File: config.mk
export PLATFORM = sky130hd
export DESIGN_NAME = super_reloc_page_encoder
export DESIGN_NICKNAME = d
export VERILOG_FILES = /design/src/sv/srpe_pkg.sv /design/src/sv/srpe_front.sv /design/src/sv/srpe_queue.sv /design/src/sv/srpe_back.sv /design/src/sv/super_reloc_page_encoder.sv
export SDC_FILE = /design/constraint.sdc
export NUM_CORES = 1
export LEC_CHECK = 0
export BUFFER_PORTS_ARGS = -buffer_cell sky130_fd_sc_hd__buf_2
export CAP_MARGIN = 20
export CORE_ASPECT_RATIO = 1.5
export CORE_UTILIZATION = 60
export DETAILED_ROUTE_END_ITERATION = 6
export PLACE_DENSITY = 0.83
export SLEW_MARGIN = 20
export SYNTH_ARGS = -nofsm -noshare
export SYNTH_HDL_FRONTEND = slang
export SYNTH_SLANG_ARGS = --single-unit
File: constraint.sdc
create_clock -name i_clk -period 8.9 [get_ports i_clk]
set_input_delay 0.89 -clock i_clk [delete_from_list [all_inputs] [get_ports i_clk]]
set_output_delay 0.89 -clock i_clk [all_outputs]
set_load 0.1 [all_outputs]
File: src/sv/srpe_pkg.sv
// shared types and constants for the relocation page encoder
package srpe_pkg;

    localparam int ADDR_W  = 16;
    localparam int PAGE_W  = 8;
    localparam int LEN_W   = 17;
    localparam int GRP_W   = 9;
    localparam int NSTEPS  = 7;

    // command codes
    localparam logic CMD_APPEND = 1'b0;
    localparam logic CMD_CLEAR  = 1'b1;

    // status codes
    localparam logic [1:0] ST_OK       = 2'd0;
    localparam logic [1:0] ST_BACKWARD = 2'd1;
    localparam logic [1:0] ST_FULL     = 2'd2;

    // byte write steps, issued lowest first
    localparam int STEP_ERR   = 0;
    localparam int STEP_FF1   = 1;
    localparam int STEP_FF2   = 2;
    localparam int STEP_REST  = 3;
    localparam int STEP_NEW   = 4;
    localparam int STEP_PATCH = 5;
    localparam int STEP_OFF   = 6;

    localparam logic [7:0] SKIP_MAX_BYTE = 8'hff;
    localparam logic [7:0] SKIP_FLAG     = 8'h80;
    localparam logic [7:0] SKIP_RUN      = 8'h7f;

    typedef struct packed {
        logic              command;
        logic [ADDR_W-1:0] patch_address;
    } t_in_item;

    typedef struct packed {
        logic [1:0]       status;
        logic [LEN_W-1:0] write_index;
        logic [7:0]       write_byte;
        logic [LEN_W-1:0] body_length;
        logic             last;
    } t_out_item;

    typedef struct packed {
        logic              clear;
        logic [1:0]        status;
        logic [NSTEPS-1:0] steps;
        logic [6:0]        rest;
        logic [7:0]        count;
        logic [7:0]        offset;
    } t_job;

endpackage

File: src/sv/srpe_front.sv
// front part: accepts items, tracks page and group count, builds byte write jobs
module srpe_front
    import srpe_pkg::*;
(
    input  logic     i_clk,
    input  logic     i_rst_n,
    input  logic     i_push,
    input  t_in_item i_item,
    input  logic     i_full,
    output logic     o_push,
    output t_job     o_job
);

    logic [PAGE_W-1:0] r_page, n_page;
    logic [GRP_W-1:0]  r_gc, n_gc;
    logic [PAGE_W-1:0] page;
    logic [PAGE_W-1:0] skip;
    logic [PAGE_W-1:0] rest;
    t_job              job;

    assign page = i_item.patch_address[ADDR_W-1:PAGE_W];
    assign skip = page - r_page;

    // remainder after whole runs of 127 pages
    always_comb begin
        if (skip == SKIP_MAX_BYTE) begin
            rest = skip - (SKIP_RUN + SKIP_RUN);
        end else if (skip[7]) begin
            rest = skip - SKIP_RUN;
        end else begin
            rest = skip;
        end
    end

    always_comb begin
        job        = '0;
        job.offset = i_item.patch_address[PAGE_W-1:0];
        job.rest   = rest[6:0];
        n_page     = r_page;
        n_gc       = r_gc;
        if (i_item.command == CMD_CLEAR) begin
            job.clear = 1'b1;
            n_page    = '0;
            n_gc      = '0;
        end else if (page < r_page) begin
            job.status          = ST_BACKWARD;
            job.steps[STEP_ERR] = 1'b1;
        end else if (page == r_page && r_gc[GRP_W-1]) begin
            job.status          = ST_FULL;
            job.steps[STEP_ERR] = 1'b1;
        end else begin
            job.status          = ST_OK;
            job.steps[STEP_OFF] = 1'b1;
            if (page != r_page) begin
                if (skip > 8'd1) begin
                    job.steps[STEP_FF1]  = skip[7];
                    job.steps[STEP_FF2]  = (skip == SKIP_MAX_BYTE);
                    job.steps[STEP_REST] = (rest != '0);
                end
                job.steps[STEP_NEW] = 1'b1;
                n_page              = page;
                n_gc                = GRP_W'(1);
            end else begin
                if (r_gc == '0) begin
                    job.steps[STEP_NEW] = 1'b1;
                end else begin
                    job.steps[STEP_PATCH] = 1'b1;
                    job.count             = r_gc[7:0];
                end
                n_gc = r_gc + GRP_W'(1);
            end
        end
    end

    assign o_push = i_push && !i_full;
    assign o_job  = job;

    always_ff @(posedge i_clk) begin
        if (!i_rst_n) begin
            r_page <= '0;
            r_gc   <= '0;
        end else if (o_push) begin
            r_page <= n_page;
            r_gc   <= n_gc;
        end
    end

endmodule

File: src/sv/srpe_queue.sv
// short job queue between the front and back parts
module srpe_queue
    import srpe_pkg::*;
#(
    parameter int DEPTH = 2
) (
    input  logic i_clk,
    input  logic i_rst_n,
    input  logic i_push,
    input  t_job i_job,
    output logic o_full,
    output logic o_valid,
    output t_job o_head,
    input  logic i_pop
);

    localparam int PW = (DEPTH > 1) ? $clog2(DEPTH) : 1;
    localparam int CW = $clog2(DEPTH + 1);

    t_job          r_mem [DEPTH];
    logic [PW-1:0] r_wr_ptr, r_rd_ptr;
    logic [CW-1:0] r_count;

    function automatic logic [PW-1:0] ptr_inc(input logic [PW-1:0] p);
        return (p == PW'(DEPTH - 1)) ? '0 : p + PW'(1);
    endfunction

    assign o_full  = (r_count == CW'(DEPTH));
    assign o_valid = (r_count != '0);
    assign o_head  = r_mem[r_rd_ptr];

    always_ff @(posedge i_clk) begin
        if (i_push) begin
            r_mem[r_wr_ptr] <= i_job;
        end
    end

    always_ff @(posedge i_clk) begin
        if (!i_rst_n) begin
            r_wr_ptr <= '0;
            r_rd_ptr <= '0;
            r_count  <= '0;
        end else begin
            if (i_push) begin
                r_wr_ptr <= ptr_inc(r_wr_ptr);
            end
            if (i_pop) begin
                r_rd_ptr <= ptr_inc(r_rd_ptr);
            end
            if (i_push && !i_pop) begin
                r_count <= r_count + CW'(1);
            end else if (!i_push && i_pop) begin
                r_count <= r_count - CW'(1);
            end
        end
    end

endmodule

File: src/sv/srpe_back.sv
// back part: one byte write/cycle for head job while output free; keeps body length
module srpe_back
    import srpe_pkg::*;
(
    input  logic      i_clk,
    input  logic      i_rst_n,
    input  logic      i_valid,
    input  t_job      i_job,
    output logic      o_job_pop,
    output logic      o_empty,
    output t_out_item o_result,
    input  logic      i_pop
);

    logic [NSTEPS-1:0] r_done;
    logic [LEN_W-1:0]  r_body;
    logic              r_out_valid;
    t_out_item         r_out;

    logic [NSTEPS-1:0] pending;
    logic [NSTEPS-1:0] sel;
    logic              is_last;
    logic              out_pop;
    logic              advance;
    logic              clear_go;
    logic              grows;
    logic [LEN_W-1:0]  body_inc;
    t_out_item         res;

    assign pending  = i_job.steps & ~r_done;
    assign sel      = pending & (~pending + NSTEPS'(1));
    assign is_last  = ((pending & ~sel) == '0);
    assign out_pop  = i_pop && r_out_valid;
    assign clear_go = i_valid && i_job.clear;
    assign advance  = i_valid && !i_job.clear && (!r_out_valid || out_pop);
    assign body_inc = r_body + LEN_W'(1);
    assign grows    = !(sel[STEP_ERR] || sel[STEP_PATCH]);

    assign o_job_pop = clear_go || (advance && is_last);
    assign o_empty   = !r_out_valid;
    assign o_result  = r_out;

    always_comb begin
        res             = '0;
        res.status      = ST_OK;
        res.write_index = r_body;
        res.body_length = body_inc;
        res.last        = is_last;
        if (sel[STEP_ERR]) begin
            res.status      = i_job.status;
            res.write_index = '0;
            res.body_length = r_body;
        end else if (sel[STEP_FF1] || sel[STEP_FF2]) begin
            res.write_byte = SKIP_MAX_BYTE;
        end else if (sel[STEP_REST]) begin
            res.write_byte = SKIP_FLAG | {1'b0, i_job.rest};
        end else if (sel[STEP_NEW]) begin
            res.write_byte = '0;
        end else if (sel[STEP_PATCH]) begin
            // count byte sits just ahead of the group's offsets
            res.write_index = r_body - LEN_W'(i_job.count) - LEN_W'(1);
            res.write_byte  = i_job.count;
            res.body_length = r_body;
        end else begin
            res.write_byte = i_job.offset;
        end
    end

    always_ff @(posedge i_clk) begin
        if (advance) begin
            r_out <= res;
        end
    end

    always_ff @(posedge i_clk) begin
        if (!i_rst_n) begin
            r_done      <= '0;
            r_body      <= '0;
            r_out_valid <= 1'b0;
        end else begin
            if (clear_go) begin
                r_body <= '0;
            end else if (advance && grows) begin
                r_body <= body_inc;
            end
            if (advance) begin
                r_done <= is_last ? '0 : (r_done | sel);
            end
            if (advance) begin
                r_out_valid <= 1'b1;
            end else if (out_pop) begin
                r_out_valid <= 1'b0;
            end
        end
    end

endmodule

File: src/sv/super_reloc_page_encoder.sv
// top level of the relocation page encoder
// Each append item becomes a run of indexed byte writes, one result per cycle out of
// the output register while results are taken: two results for an address on the
// open page (count byte write or patch, then the offset), plus one result per skip
// byte on a page jump, so two to five results in all. A backward page or a full group
// gives one flagged result; a clear gives no result. The back part's single byte
// write per cycle sets the rate. The front part takes an item every cycle while the
// job queue of QUEUE_DEPTH entries has room, so it keeps accepting while results wait.
module super_reloc_page_encoder
    import srpe_pkg::*;
#(
    parameter int QUEUE_DEPTH = 2
) (
    input  logic      i_clk,
    input  logic      i_rst_n,
    input  logic      push,
    output logic      full,
    input  t_in_item  i_item,
    output logic      empty,
    input  logic      pop,
    output t_out_item o_result
);

    logic q_push;
    logic q_full;
    logic q_valid;
    logic q_pop;
    t_job f_job;
    t_job q_head;

    srpe_front u_front (
        .i_clk   (i_clk),
        .i_rst_n (i_rst_n),
        .i_push  (push),
        .i_item  (i_item),
        .i_full  (q_full),
        .o_push  (q_push),
        .o_job   (f_job)
    );

    srpe_queue #(
        .DEPTH (QUEUE_DEPTH)
    ) u_queue (
        .i_clk   (i_clk),
        .i_rst_n (i_rst_n),
        .i_push  (q_push),
        .i_job   (f_job),
        .o_full  (q_full),
        .o_valid (q_valid),
        .o_head  (q_head),
        .i_pop   (q_pop)
    );

    srpe_back u_back (
        .i_clk     (i_clk),
        .i_rst_n   (i_rst_n),
        .i_valid   (q_valid),
        .i_job     (q_head),
        .o_job_pop (q_pop),
        .o_empty   (empty),
        .o_result  (o_result),
        .i_pop     (pop)
    );

    assign full = q_full;

endmodule

==> key figures <==
Run status
  – Status: completed

Yosys
  – Async SR Flop Fraction: 0
  – Post-synthesis cell type count: 76
  – Sequential share of the synthesized area: 0.5361
  – Synth area leader: edfxtp_1
  – Yosys Warn Count: 0
  – Post-synth EDFFs: 111
  – Most common flop cell mapped by yosys: edfxtp_1
  – Mapped Nets: 761
  – Syn Std Cell Area: 7973 µm²
  – Yosys top cell area share: 0.4181
  – Yosys reg bits: 158
  – Syn Inst Count: 714
  – Syn avg cell area: 11.17 µm²
  – Top cells by area, synth: edfxtp_1 42%, dfxtp_1 12%, mux2i_1 4.4%

Floorplanning
  – Core footprint: 12950 µm²
  – Die H: 143.2 µm
  – Initial Utilization: 0.6155
  – Total Die Area: 13760 µm²
  – Row count: 51
  – # IOs: 68
  – Die X: 96.12 µm

Setup path
  – Worst EP required: 9.24 ns
  – Kind of critical path: reg -> reg
  – CP startpoint kind: register
  – R2R setup slack: 4.81 ns
  – WP data arrival: 4.42 ns
  – CP Capture Type: register
  – CP Max Fanout: 48

Cells and area
  – Ant. Diodes: 0
  – Number of nets in the layout: 815
  – Area Overhead vs Synth: 12.41%
  – Share of cells above drive strength 1: 0.1601
  – Final core occ: 0.6919

Global routing
  – Pin count of the biggest net entering global routing: 49
  – Total GRT Usage: 0.2624
  – First-pass GRT wire length: 27.03 mm
  – Grt total ovfl: 0
  – Initial antenna violation count: 0
  – Vias in the first global route: 5616

Pwr
  – Leakage: 3.296 nW
  – Switching Share: 0.4148
  – Comb pwr share: 0.374
  – Final Power: 2.833 mW
  – Internal power: 1.658 mW
  – Clk network pwr share: 0.266
  – PwrDens: 316.1 nW/µm²
  – Reg power frac: 0.360
  – Sw Pwr: 1.175 mW
  – Max rail drop VDD: 0.0002221 V

Drt
  – Antenna Nets Post-Route: 0
  – Routed length on met3: 548 µm
  – Top sig layer: met4
  – DR DRC count: 0
  – Drt pass-1 iters: 4
  – Post-Route WL: 16.58 mm
  – Met2 WL post-DR: 9.102 mm
  – DR WL/cell: 17.64 µm
  – Drt initial violations: 321
  – Metal-1 WL: 6.218 mm
  – Via-to-Cell Ratio: 5.960
  – Vias: 5602

Timing
  – Crit path time final: 4.087 ns
  – Pins Over Slew Limit: 0
  – Final Cycle Share: 0.4592
  – Total Neg Setup Slack: 0 ns
  – Layout Skew: 0.008889 ns
  – WHS: 0.4760 ns
  – Fmax: 244.7 MHz
  – Worst slew margin: 0.2474
  – Worst Max-Slew Pin Slew: 1.117 ns
  – Final hold vios: 0
  – Final setup viols: 0
  – RSZ-0062 raised after global routing: false

Placement
  – Placer Congestion: 0.9336
  – DP HPWL: 11.80 mm
  – PortBufs: 67

Clock network
  – Num CTS Buffers: 17
  – Root Driver: clkbuf_16
  – CTS sink count: 158
  – Post-CTS sizing: 0
  – Clk buf depth: 2
  – Number of hold buffers added after cts: 0
  – # Post-CTS Setup Buffers: 0
  – Max H-tree Level: 4
  – Clock Latency Late Sink: 0.42 ns
  – TritonCTS clock tree: yes
  – Clock slew at reported path FFs: 0.06 ns

Min path
  – Hold path start: u_front.r_page[5]$_SDFFE_PN0P_
  – Hold Path Class: reg -> reg

Job
  – Max-Cap Viols: 0
## through the flow
step | instances | worst slack, ns | area [µm²]
6_report | 940 | 4.813 | 8962
5_1_grt | 940 | 4.502 | 8962
4_1_cts | 940 | 4.779 | 8962
3_5_place_dp | 908 | 4.804 | 8353
3_3_place_gp | 908 | 5.035 | 8353
2_1_floorplan | 714 | 5.293 | 7973
## power groups by stage
| stage | clock, mW | sequential [mW] | combinational (mW) |
|---|---|---|---|
| after global placement | 0 | 1.03 | 1.02 |
| after detailed placement | 0 | 1.04 | 1.05 |
| after floorplan | 0 | 1.38 | 0.523 |
| final | 0.753 | 1.02 | 1.06 |
| after global routing | 0.788 | 1.04 | 1.13 |
| after CTS | 0.757 | 1.02 | 1.06 |
## placed cells by master, fill, tap and decap left out, types with 5 or more instances in the layout
| master | instances |
|---|---|
| nand3_1 | 19 |
| nand2_1 | 56 |
| a31oi_1 | 6 |
| xnor2_1 | 32 |
| a211oi_1 | 16 |
| a21o_1 | 5 |
| nand4_1 | 10 |
| or3_1 | 8 |
| clkbuf_16 | 17 |
| nor4_1 | 6 |
| nor2_1 | 68 |
| ha_1 | 24 |
| nand2b_1 | 13 |
| xor2_1 | 20 |
| nor3_1 | 11 |
| and2_1 | 11 |
| mux2i_1 | 35 |
| dfxtp_1 | 46 |
| a22o_1 | 8 |
| clkbuf_1 | 5 |
| o21ai_0 | 24 |
| inv_1 | 26 |
| edfxtp_1 | 111 |
| and3_1 | 6 |
| a21oi_1 | 34 |
| buf_2 | 67 |
| nor2b_1 | 10 |
## worst paths after layout
| path | end | cells after the start |
|---|---|---|
| worst min-delay path | u_front.r_page[5]$_SDFFE_PN0P_ | 1 |
| worst max-delay path | u_queue.r_count[1]$_SDFFE_PN0P_ | 9 |
| worst max register to register | u_queue.r_count[1]$_SDFFE_PN0P_ | 9 |
| worst min register to register | u_front.r_page[5]$_SDFFE_PN0P_ | 1 |
## final cells by class
| cell class | count | area [µm²] |
|---|---|---|
| Clock inverter | 10 | 165.2 |
| Multi-Input combinational cell | 495 | 3427 |
| Sequential cell | 158 | 4275 |
| Inverter | 27 | 101.3 |
| Fill cell | 905 | 3991 |
| Clock buffer | 22 | 444.2 |
| Tap cell | 159 | 198.9 |
| Timing Repair Buffer | 69 | 350.3 |
## synth_stat cells, drive strengths merged, types with 14 or more instances
master	instances
buf	17
a211oi	16
nand2	56
inv	27
nor2	71
mux2i	36
a21oi	35
ha	24
xnor2	32
edfxtp	111
nand2b	14
xor2	20
dfxtp	47
clkbuf	17
nand3	19
o21ai	26
## routing by layer
layer  vias to the layer above  track usage
li1                       2708            -
met1                      2678       0.2809
met2                       163       0.4737
met3                        53      0.04047
met4                         0       0.1563
met5                         -            0
## registers in the layout, summed over array words and instances, names as in the netlist, named ones only
name / count
u_back.r_out_valid: 1
u_back.o_result: 45
u_back.r_body: 17
u_queue.r_count: 2
u_front.r_gc: 9
u_back.r_done: 7
u_queue.r_mem: 66
u_front.r_page: 8
u_queue.r_wr_ptr: 1
u_queue.r_rd_ptr: 1
## worst max-delay path, stage by stage, from the launching register on
cell,delay (ns)
dfxtp_2,0.98
mux2_1,0.41
o21bai_1,0.18
nand2b_2,0.26
inv_2,0.72
nand4_1,0.28
o311a_1,0.28
ha_1,0.34
or3_1,0.35
a21boi_0,0.19
## cell families (layout without fill, tap and decap cells)
logic type	Yosys count	after routing	share of synthesized area
flip-flops	158	158	0.5361
adder cells (fa/ha/maj)	27	27	0.04394
AND/OR/NAND/NOR	241	241	0.1529
AO/OA/AOI/OAI	137	137	0.1268
XOR/XNOR	52	52	0.05713
multiplexers	38	38	0.04849
buffers and inverters	61	128	0.03468
(Power assumes the default switching activity.)
